**src/rtl/core/window_median_filter_top_assert.svh**
```systemverilog
// ----------------------------------------------------------------------------
// Window median filter assertion macros
// Concurrent assertion wrappers; they expand to nothing when SYNTHESIS is set.
// ----------------------------------------------------------------------------
`ifndef WINDOW_MEDIAN_FILTER_TOP_ASSERT_SVH
`define WINDOW_MEDIAN_FILTER_TOP_ASSERT_SVH

`ifndef SYNTHESIS

`define WMF_ASSERT_SAME(label, clk, rst_n, ante, cons) \
    label: assert property (@(posedge clk) disable iff (!rst_n) (ante) |-> (cons)) \
        else $error("window median filter assertion failed");

`define WMF_ASSERT_NEXT(label, clk, rst_n, ante, cons) \
    label: assert property (@(posedge clk) disable iff (!rst_n) (ante) |=> (cons)) \
        else $error("window median filter assertion failed");

`else

`define WMF_ASSERT_SAME(label, clk, rst_n, ante, cons)

`define WMF_ASSERT_NEXT(label, clk, rst_n, ante, cons)

`endif

`endif

```
**src/rtl/core/wmf_pkg.sv**
```systemverilog
// ----------------------------------------------------------------------------
// Window median filter package
// Window size, derived widths and the transfer payload types.
// ----------------------------------------------------------------------------
package wmf_pkg;

    localparam int WINDOW         = 10;
    localparam int SAMPLE_W       = 16;
    localparam int SAMPLE_COUNT_W = 4;
    localparam int CNT_W          = $clog2(WINDOW + 1);
    localparam int IDX_W          = (WINDOW > 1) ? $clog2(WINDOW) : 1;

    typedef struct packed {
        logic signed [SAMPLE_W-1:0] sample;
        logic                       last;
    } t_in_item;

    typedef struct packed {
        logic signed [SAMPLE_W-1:0] median;
        logic [SAMPLE_COUNT_W-1:0]  sample_count;
    } t_out_item;

    typedef struct packed {
        logic signed [SAMPLE_W-1:0] value;
        logic                       gt;
    } t_link;

    typedef struct packed {
        logic             insert;
        logic [CNT_W-1:0] count;
        logic [IDX_W-1:0] lo_idx;
        logic [IDX_W-1:0] hi_idx;
    } t_cell_ctrl;

endpackage

```
**src/rtl/core/window_median_filter_top.sv**
```systemverilog
// ----------------------------------------------------------------------------
// Window median filter
// Sorted insertion chain of WINDOW cells with a median output stage.
//
//   Channel   Handshake            Payload
//   input     i_valid / o_stall    i_item  (sample, last)
//   output    o_valid / i_stall    o_item  (median, sample_count)
//
// The chain inserts one sample per cycle while o_stall is low. A sample with
// last is inserted first; the two middle cells are then averaged into the
// output register, which may wait while that register still holds an earlier
// result that is stalled.
// Samples beyond WINDOW in one window are dropped but still close it on last.
// Reset clears the fill count and the output valid; cell contents are not reset.
// ----------------------------------------------------------------------------
`include "window_median_filter_top_assert.svh"

module window_median_filter_top (
    input  logic                i_clk,
    input  logic                i_rst_n,
    input  logic                i_valid,
    output logic                o_stall,
    input  wmf_pkg::t_in_item   i_item,
    output logic                o_valid,
    input  logic                i_stall,
    output wmf_pkg::t_out_item  o_item
);

    logic [wmf_pkg::CNT_W-1:0]    r_count;
    logic [wmf_pkg::CNT_W-1:0]    n_count;
    logic                         r_calc;
    logic                         n_calc;
    logic                         accept;
    logic                         full;
    logic                         out_free;
    logic                         load;
    logic [wmf_pkg::CNT_W-1:0]    count_m1;
    wmf_pkg::t_cell_ctrl          ctrl;
    wmf_pkg::t_link               links [wmf_pkg::WINDOW+1];
    logic [wmf_pkg::SAMPLE_W-1:0] lo_vals [wmf_pkg::WINDOW];
    logic [wmf_pkg::SAMPLE_W-1:0] hi_vals [wmf_pkg::WINDOW];
    logic [wmf_pkg::SAMPLE_W-1:0] lo_sel;
    logic [wmf_pkg::SAMPLE_W-1:0] hi_sel;

    assign o_stall  = r_calc;
    assign accept   = i_valid && !r_calc;
    assign full     = r_count == wmf_pkg::CNT_W'(wmf_pkg::WINDOW);
    assign load     = r_calc && out_free;
    assign count_m1 = r_count - wmf_pkg::CNT_W'(1);

    assign ctrl.insert = accept && !full;
    assign ctrl.count  = r_count;
    assign ctrl.lo_idx = wmf_pkg::IDX_W'(count_m1 >> 1);
    assign ctrl.hi_idx = wmf_pkg::IDX_W'(r_count >> 1);

    always_comb begin
        n_count = r_count;
        n_calc  = r_calc;
        if (load) begin
            n_count = '0;
            n_calc  = 1'b0;
        end else if (accept) begin
            if (!full) begin
                n_count = r_count + wmf_pkg::CNT_W'(1);
            end
            n_calc = i_item.last;
        end
    end

    always_ff @(posedge i_clk) begin
        if (!i_rst_n) begin
            r_count <= '0;
            r_calc  <= 1'b0;
        end else begin
            r_count <= n_count;
            r_calc  <= n_calc;
        end
    end

    assign links[0] = '0;

    for (genvar g = 0; g < wmf_pkg::WINDOW; g++) begin : g_cell
        wmf_cell u_cell (
            .i_clk    (i_clk),
            .i_index  (wmf_pkg::IDX_W'(g)),
            .i_ctrl   (ctrl),
            .i_sample (i_item.sample),
            .i_prev   (links[g]),
            .o_link   (links[g+1]),
            .o_lo     (lo_vals[g]),
            .o_hi     (hi_vals[g])
        );
    end

    always_comb begin
        lo_sel = '0;
        hi_sel = '0;
        for (int k = 0; k < wmf_pkg::WINDOW; k++) begin
            lo_sel = lo_sel | lo_vals[k];
            hi_sel = hi_sel | hi_vals[k];
        end
    end

    wmf_median u_median (
        .i_clk   (i_clk),
        .i_rst_n (i_rst_n),
        .i_load  (load),
        .i_lo    (lo_sel),
        .i_hi    (hi_sel),
        .i_count (r_count),
        .i_stall (i_stall),
        .o_free  (out_free),
        .o_valid (o_valid),
        .o_item  (o_item)
    );

    `WMF_ASSERT_SAME(a_count_bound, i_clk, i_rst_n, 1'b1, r_count <= wmf_pkg::CNT_W'(wmf_pkg::WINDOW))
    `WMF_ASSERT_NEXT(a_last_starts_calc, i_clk, i_rst_n, accept && i_item.last, r_calc)
    `WMF_ASSERT_NEXT(a_load_restarts, i_clk, i_rst_n, load, o_valid && (r_count == '0) && !r_calc)
    `WMF_ASSERT_NEXT(a_count_step, i_clk, i_rst_n, accept && !i_item.last && !full, r_count == $past(r_count) + wmf_pkg::CNT_W'(1))

endmodule

```
**src/rtl/core/wmf_cell.sv**
```systemverilog
// ----------------------------------------------------------------------------
// Window median filter sorting cell
// Holds one sorted entry, shifts in its lower neighbor on a smaller insert and
// offers its value when it is one of the two middle entries.
// ----------------------------------------------------------------------------
module wmf_cell (
    input  logic                               i_clk,
    input  logic [wmf_pkg::IDX_W-1:0]          i_index,
    input  wmf_pkg::t_cell_ctrl                i_ctrl,
    input  logic signed [wmf_pkg::SAMPLE_W-1:0] i_sample,
    input  wmf_pkg::t_link                     i_prev,
    output wmf_pkg::t_link                     o_link,
    output logic [wmf_pkg::SAMPLE_W-1:0]       o_lo,
    output logic [wmf_pkg::SAMPLE_W-1:0]       o_hi
);

    logic signed [wmf_pkg::SAMPLE_W-1:0] r_value;
    logic signed [wmf_pkg::SAMPLE_W-1:0] n_value;
    logic [wmf_pkg::CNT_W-1:0]           index_ext;
    logic                                occupied;
    logic                                gt;
    logic                                write;

    assign index_ext = wmf_pkg::CNT_W'(i_index);
    assign occupied  = index_ext < i_ctrl.count;
    assign gt        = occupied && (r_value > i_sample);
    assign write     = i_ctrl.insert && (gt || (index_ext == i_ctrl.count));
    assign n_value   = i_prev.gt ? i_prev.value : i_sample;

    always_ff @(posedge i_clk) begin
        if (write) begin
            r_value <= n_value;
        end
    end

    assign o_link.value = r_value;
    assign o_link.gt    = gt;
    assign o_lo = (i_index == i_ctrl.lo_idx) ? r_value : '0;
    assign o_hi = (i_index == i_ctrl.hi_idx) ? r_value : '0;

endmodule

```
**src/rtl/core/wmf_median.sv**
```systemverilog
// ----------------------------------------------------------------------------
// Window median filter output stage
// Averages the two middle entries with floor rounding and holds the result
// until the output transfer completes.
// ----------------------------------------------------------------------------
module wmf_median (
    input  logic                          i_clk,
    input  logic                          i_rst_n,
    input  logic                          i_load,
    input  logic [wmf_pkg::SAMPLE_W-1:0]  i_lo,
    input  logic [wmf_pkg::SAMPLE_W-1:0]  i_hi,
    input  logic [wmf_pkg::CNT_W-1:0]     i_count,
    input  logic                          i_stall,
    output logic                          o_free,
    output logic                          o_valid,
    output wmf_pkg::t_out_item            o_item
);

    logic                                  r_valid;
    wmf_pkg::t_out_item                    r_item;
    wmf_pkg::t_out_item                    n_item;
    logic signed [wmf_pkg::SAMPLE_W:0]     sum;

    assign sum = $signed({i_lo[wmf_pkg::SAMPLE_W-1], i_lo})
               + $signed({i_hi[wmf_pkg::SAMPLE_W-1], i_hi});

    assign n_item.median       = wmf_pkg::SAMPLE_W'(sum >>> 1);
    assign n_item.sample_count = wmf_pkg::SAMPLE_COUNT_W'(i_count);

    assign o_free = !r_valid || !i_stall;

    always_ff @(posedge i_clk) begin
        if (!i_rst_n) begin
            r_valid <= 1'b0;
        end else if (i_load) begin
            r_valid <= 1'b1;
        end else if (!i_stall) begin
            r_valid <= 1'b0;
        end
    end

    always_ff @(posedge i_clk) begin
        if (i_load) begin
            r_item <= n_item;
        end
    end

    assign o_valid = r_valid;
    assign o_item  = r_item;

endmodule
```
**config.mk**
```make
export PLATFORM = sky130hd
export DESIGN_NAME = window_median_filter_top
export DESIGN_NICKNAME = d
export VERILOG_FILES = /design/src/rtl/core/wmf_pkg.sv /design/src/rtl/core/window_median_filter_top.sv /design/src/rtl/core/wmf_cell.sv /design/src/rtl/core/wmf_median.sv
export VERILOG_INCLUDE_DIRS = /design/src /design/src/rtl/core
export SDC_FILE = /design/constraint.sdc
export NUM_CORES = 1
export LEC_CHECK = 0
export BUFFER_PORTS_ARGS = -buffer_cell sky130_fd_sc_hd__buf_2
export CAP_MARGIN = 40
export CORE_MARGIN = 4
export CORE_UTILIZATION = 62
export DETAILED_ROUTE_END_ITERATION = 8
export PLACE_DENSITY = 0.87
export SYNTH_ARGS = -nofsm -noshare
export SYNTH_HDL_FRONTEND = slang
export SYNTH_SLANG_ARGS = --single-unit
```
**constraint.sdc**
```tcl
create_clock -name i_clk -period 7.3 [get_ports i_clk]
set_input_delay 0.73 -clock i_clk [delete_from_list [all_inputs] [get_ports i_clk]]
set_output_delay 0.73 -clock i_clk [all_outputs]
set_load 0.05 [all_outputs]
```
Yosys cells after proc, flatten, opt, wreduce, memory -nomap -nowiden
Index checks and enable logic that the tools add are counted.
{"block": "word_totals", "ff_bits": 154, "in_bits": 21, "output_inout_bits": 22, "word_cells": 133}
{"block": "classes", "addsub": 3, "order_cmp": 16, "n_eq_ne": 23, "n_mux": 25, "bitwise": 16, "n_reduce_logical": 37}
{"cell": "$mux 16", "n": 23}
{"cell": "$or 16x16->16", "n": 14}
{"cell": "$gt 16x16->1", "n": 8}
{"cell": "$eq 3x3->1 const A", "n": 8}
{"cell": "$logic_and 1x1->1", "n": 19}
{"cell": "$add 16x16->17", "n": 1}
{"cell": "$eq 3x4->1 const A", "n": 4}
{"cell": "$lt 3x4->1 const A", "n": 4}
{"cell": "$eq 2x3->1 const A", "n": 4}
{"cell": "$logic_not 4->1", "n": 3}
{"cell": "$logic_or 1x1->1", "n": 9}
{"cell": "$eq 2x4->1 const A", "n": 2}
{"cell": "$lt 1x4->1 const A", "n": 2}
{"cell": "$lt 2x4->1 const A", "n": 2}
{"cell": "$eq 1x3->1 const A", "n": 2}
{"cell": "$add 4x1->4 const B", "n": 1}
{"cell": "$eq 1x4->1 const A", "n": 1}
{"cell": "$eq 4x4->1 const B", "n": 1}
{"cell": "$logic_not 1->1", "n": 4}
{"cell": "$sub 4x1->4 const B", "n": 1}
{"cell": "$mux 1", "n": 2}
{"cell": "$ne 2x1->1 const B", "n": 1}
{"cell": "$not 1->1", "n": 2}
{"cell": "$reduce_and 2->1", "n": 1}
{"cell": "$reduce_or 2->1", "n": 1}

Depth between registers and ports, before layout
{"block": "logic_depth", "ltp_word": 11, "mapped_depth": 20, "ltp_nobuf": 16}

By module
Synthesis repeated with hierarchy kept, for this count alone.
{"block": "hier_totals", "cells_unflattened": 2012, "hier_area_um2": 17047.6}
{"mod": "wmf_cell", "n_inst": 10, "cells_per_inst": 171, "area_each_um2": 1462.7, "seq_area_each_um2": 480.5}
{"mod": "wmf_median", "n_inst": 1, "cells_per_inst": 135, "area_each_um2": 1410.1, "seq_area_each_um2": 620.6}
{"mod": "window_median_filter_top", "n_inst": 1, "cells_per_inst": 167, "area_each_um2": 1011.0, "seq_area_each_um2": 100.1}

Least setup slack after synthesis
Ideal clock, no wire load.
{"block": "synth_timing", "path_kind": "reg2reg", "from": "register r_count[1] (netlist bit)", "to": "register u_median.r_item, in the netlist u_median.o_item[13] (data pin)", "setup_time_ns": 0.258, "arrival_ns": 4.023, "t_required_ns": 7.042, "path_slack_ns": 3.019, "path_stages_with_launch": 21, "n_path_buf": 4, "synth_period_minus_slack_ns": 4.281, "cell_sequence": "dfxtp_1 -> buf_2 -> inv_1 -> clkbuf_1 -> ha_1 -> clkbuf_1 -> and2_1 -> a21oi_1 -> mux2i_1 -> clkbuf_1 -> a22o_1 -> nor3_1 -> a31oi_1 -> fa_1 -> a21oi_1 -> o21ai_0 -> a21oi_1 -> a21oi_1 -> a21o_1 -> a21oi_1 -> xnor2_1"}
{"block": "synth_between", "elab_chain_len": 11, "word_cells_on_any_way": 48, "cone_classes": "add/sub: 2; eq/ne: 14; mux: 16; bitwise: 14; reduce/logical: 2"}
{"item": "start, declared", "line_no": "window_median_filter_top.sv:29", "text": "logic [wmf_pkg::CNT_W-1:0] r_count;"}
{"item": "start signal, assigned", "line_no": "window_median_filter_top.sv:75", "text": "r_count <= n_count;"}
{"item": "$sub 4x1->4", "line_no": "window_median_filter_top.sv:49", "text": "assign count_m1 = r_count - wmf_pkg::CNT_W'(1);"}
{"item": "$eq 1x3->1 / $logic_not 4->1 (equally long branches)", "line_no": "wmf_cell.sv:38", "text": "assign o_lo = (i_index == i_ctrl.lo_idx) ? r_value : '0;"}
{"item": "$mux 16", "line_no": "wmf_cell.sv:38"}
{"item": "$or 16x16->16 (7 in series)", "line_no": "window_median_filter_top.sv:99", "text": "lo_sel = lo_sel | lo_vals[k];"}
{"item": "$add 16x16->17 (*)", "line_no": "wmf_median.sv:25", "text": "+ $signed({i_hi[wmf_pkg::SAMPLE_W-1], i_hi});"}
{"item": "net u_median.sum, one bit", "line_no": "wmf_median.sv:22", "text": "logic signed [wmf_pkg::SAMPLE_W:0] sum;"}
{"item": "end signal, assigned", "line_no": "wmf_median.sv:44", "text": "r_item <= n_item;"}
{"item": "end, declared", "line_no": "wmf_median.sv:20", "text": "wmf_pkg::t_out_item r_item;"}
Mark *: on every way through the listed nets, which the timed path passes. The rest lies on a longest branch.
A chain may end at the register's enable or synchronous reset.

Final worst setup path
{"block": "layout_timing", "from": "register r_count[1] (netlist bit)", "to": "register u_median.r_item, in the netlist u_median.o_item[15] (data pin)"}
The elaborated chain is that of the path after synthesis.

==> metrics <==
synthesized-area fraction occupied by adder cells=0.1573; simple-gate share of the synthesized area=0.09433; CP Cell Sequence=inv_1 -> ha_1 -> nor2b_1 -> a21oi_1 -> o21ai_2 -> buf_4 -> a22o_1 -> nor3_1 -> a31oi_1 -> fa_1 -> a21oi_1 -> o21ai_0 -> a21oi_1 -> a21oi_1 -> a311oi_1 -> xnor2_1; final worst setup slack=2.485 ns; most common cell in the synthesized netlist=sky130_fd_sc_hd__edfxtp_1; antenna-violating nets left=0; post-place setup slack=2.640 ns; busiest metal layer after global routing=met2; vertical die dimension=146.1 um; clock tree from TritonCTS=done; Total Power Consumption=2.848 mW; post-route minimum period=4.815 ns; clk root buf=sky130_fd_sc_hd__clkbuf_16; wire length of the first global-routing pass=56.27 mm; post-route clock period utilization=0.6595; Worst Setup Path Type=flop to flop; hpwl dp=27.95 mm; Mapped Cells=1,067; LEAKAGE=5.057 nW; fraction of layout cells with a size suffix above 1=0.2109; average vias per placed instance=7.414; largest buffer count on any clock path=2; crit start category=flop; worst path required time=7.48 ns; final-stage net count=1,275; TritonCTS Sinks=154; Critical Path End Type=flop; share of synthesized area spent on multiplexers=0.1324; Starting Density=0.6318; Area growth, synth to finish=9.570%; slowest cell delay on critical path=0.64 ns; clock-pin transition on the worst setup and hold timing paths=0.07 ns; dominant cell type by count on the critical path=sky130_fd_sc_hd__a21oi_1; total clock buffers created by CTS=17; largest net degree at the start of global routing=42; residual overflow from global routing=0; Chip Width=146.1 um; met1 Usage GRT=0.4805; Worst-Margin Slew=0.9690 ns; CP Max Fanout=30; number of buffers added for setup after CTS=0; combined global-route utilization of all metal layers=0.3425; maxcap violations=0; Vias=10,030; Placed Area=12,370 um^2; Sum Neg Setup Slack=0 ns; initial antenna violation count=0; Unique masters post-synth=72; number of flops mapped to enable cells by yosys=148; Final Max Slew Viols=0; quantity of gates resized following cts=0; cell types occupying the most area after synthesis=sky130_fd_sc_hd__edfxtp_1 (38%), sky130_fd_sc_hd__ha_1 (16%), sky130_fd_sc_hd__mux2_2 (9.4%); unrepaired setup endpoints after global routing=false; worst endpoint data arrival time=5.00 ns; Die ar.=21,340 um^2; warnings from Yosys=0; result of the run=finished clean; antenna fix cells=0; synthesized area divided by synthesized cell count=11.08 um^2; routing usage on met3=0.08566; summed area of non-filler cells in the final layout=12,950 um^2; Routed wire per std cell=27.23 um; post-route DRC violation count=0; dominant combinational cell family by area after synthesis=compound AO/OA/AOI/OAI gates; fraction of the yosys area taken by sequential cells=0.3862; worst supply voltage drop on vdd=0.1596 mV; upper clock frequency limit=0.2077 GHz; Final setup violation count=0; Post-synth ARST share=0; Max transition margin=0.3540; final weighted congestion in routability-driven placement=0.9648; total core area=18,710 um^2; xor-xnor portion of the synthesized cell area=0.01186; primary flip-flop cell chosen by synthesis mapping=sky130_fd_sc_hd__edfxtp_1; Seq cells post-synth=154; I/O pin count=43; critical path's slowest cell=sky130_fd_sc_hd__ha_1; pwr/cell area=219.9 nW/um^2; drt pass-1 iters=6; number of design-rule violations left by the first detailed-router iteration=1,491; skew final=0.009110 ns; number of buffers inserted by hold repair at cts=0; complex-gate fraction of the synthesized area=0.1880; number of cell rows=50; number of hold-slack violations in the final timing report=0; list of most frequent post-synthesis cells=sky130_fd_sc_hd__edfxtp_1 (148), sky130_fd_sc_hd__ha_1 (147), sky130_fd_sc_hd__mux2_2 (99); Worst-Skew Late Latency=0.44 ns; netlist area before placement=11,820 um^2; number of buffers inserted by port buffering=42; vias in the first global route=9,778; portion of synthesized cell area occupied by the leading cell type=0.3760; cell type with the largest total area after synthesis=sky130_fd_sc_hd__edfxtp_1; CTS H-tree lvls=4; Post-Synthesis Net Count=1,236; total wire length after detailed routing=36.84 mm; worst min-delay path category=primary input to flop; Global Route met2 Usage=0.5243
[critical path: cells and delay by family (launching register included)]
family | cells | cell delay (ns)
AOI/OAI and AO/OA | 9 | 1.94
adders and majority gates | 2 | 1.14
buffers and inverters | 2 | 0.68
and+or+nand+nor | 2 | 0.36
DFF | 1 | 0.31
xor gates and xnor gates | 1 | 0.11
[worst paths after layout]
kind,start,end,slack [ns],cells past startpoint
max,r_count[1],u_median.o_item[15],2.49,16
min,i_item[0],o_stall,0.52,3
max reg2reg,r_count[1],u_median.o_item[15],2.49,16
min reg2reg,u_median.o_valid,u_median.o_valid,0.54,2
[kinds of logic after synthesis]
group,count (synthesis)
flops,154
simple gates,219
fa+ha+maj,148
mux,129
buf+inv,82
compound gates,319
xor+xnor,16
[state kept, by name, indices dropped and copies added (netlist names)]
signal	count
g_cell.u_cell.r_value	128
o_stall	1
r_count	4
u_median.o_item	20
u_median.o_valid	1
[cell type report]
| type | instances | area [um^2] |
|---|---|---|
| clock inverters | 15 | 155.1 |
| well taps | 234 | 292.8 |
| inverters | 38 | 142.6 |
| repair buffers | 64 | 416.7 |
| flip-flops and latches | 154 | 4566 |
| clock buffers | 17 | 425.4 |
| fillers | 1341 | 5756 |
| multi-input cells | 831 | 6952 |
[report_power, final]
group | switching (mW) | internal, mW
clock network | 0.423 | 0.485
logic | 0.517 | 0.342
registers | 0.0397 | 1.04
[layer usage]
| metal | up-vias | part of all wire | routed length, um |
|---|---|---|---|
| met5 | - | 0 | 0 |
| met4 | 0 | 0.036 | 1310 |
| met3 | 138 | 0.13 | 4958 |
| met2 | 790 | 0.44 | 16110 |
| met1 | 4752 | 0.39 | 14470 |
| li1 | 4351 | - | - |
[cells in the final DEF, fill, tap and decap left out, types with 10 or more instances in the layout]
master | Yosys | layout
sky130_fd_sc_hd__edfxtp_1 | 148 | 148
sky130_fd_sc_hd__nand4_1 | 29 | 29
sky130_fd_sc_hd__o21a_1 | 13 | 13
sky130_fd_sc_hd__a21oi_1 | 55 | 50
sky130_fd_sc_hd__a221oi_1 | 28 | 28
sky130_fd_sc_hd__mux2i_1 | 12 | 10
sky130_fd_sc_hd__nand3_1 | 15 | 15
sky130_fd_sc_hd__nor2b_1 | 18 | 18
sky130_fd_sc_hd__a31oi_1 | 22 | 22
sky130_fd_sc_hd__o22ai_1 | 10 | 10
sky130_fd_sc_hd__inv_1 | 36 | 36
sky130_fd_sc_hd__a22oi_1 | 36 | 36
sky130_fd_sc_hd__buf_2 | 8 | 42
sky130_fd_sc_hd__buf_4 | 1 | 13
sky130_fd_sc_hd__nor2_1 | 48 | 48
sky130_fd_sc_hd__nor3_1 | 20 | 20
sky130_fd_sc_hd__a21o_1 | 24 | 24
sky130_fd_sc_hd__ha_1 | 147 | 147
sky130_fd_sc_hd__a22o_1 | 30 | 30
sky130_fd_sc_hd__mux2_4 | 10 | 10
sky130_fd_sc_hd__mux2_2 | 99 | 99
sky130_fd_sc_hd__clkbuf_16 | 0 | 17
sky130_fd_sc_hd__nand2_1 | 52 | 52
sky130_fd_sc_hd__o21ai_0 | 53 | 51
[stage by stage]
| step | util | hold slack (ns) | instances |
|---|---|---|---|
| after global placement | 0.6555 | 0.5243 | 1312 |
| after floorplan | - | 0.4582 | 1067 |
| after CTS | 0.6923 | 0.5150 | 1353 |
| after global routing | 0.6923 | 0.5483 | 1353 |
| final | 0.6923 | 0.5169 | 1353 |
| after detailed placement | 0.6613 | 0.5298 | 1321 |
Power figures use the tool's default switching activity.
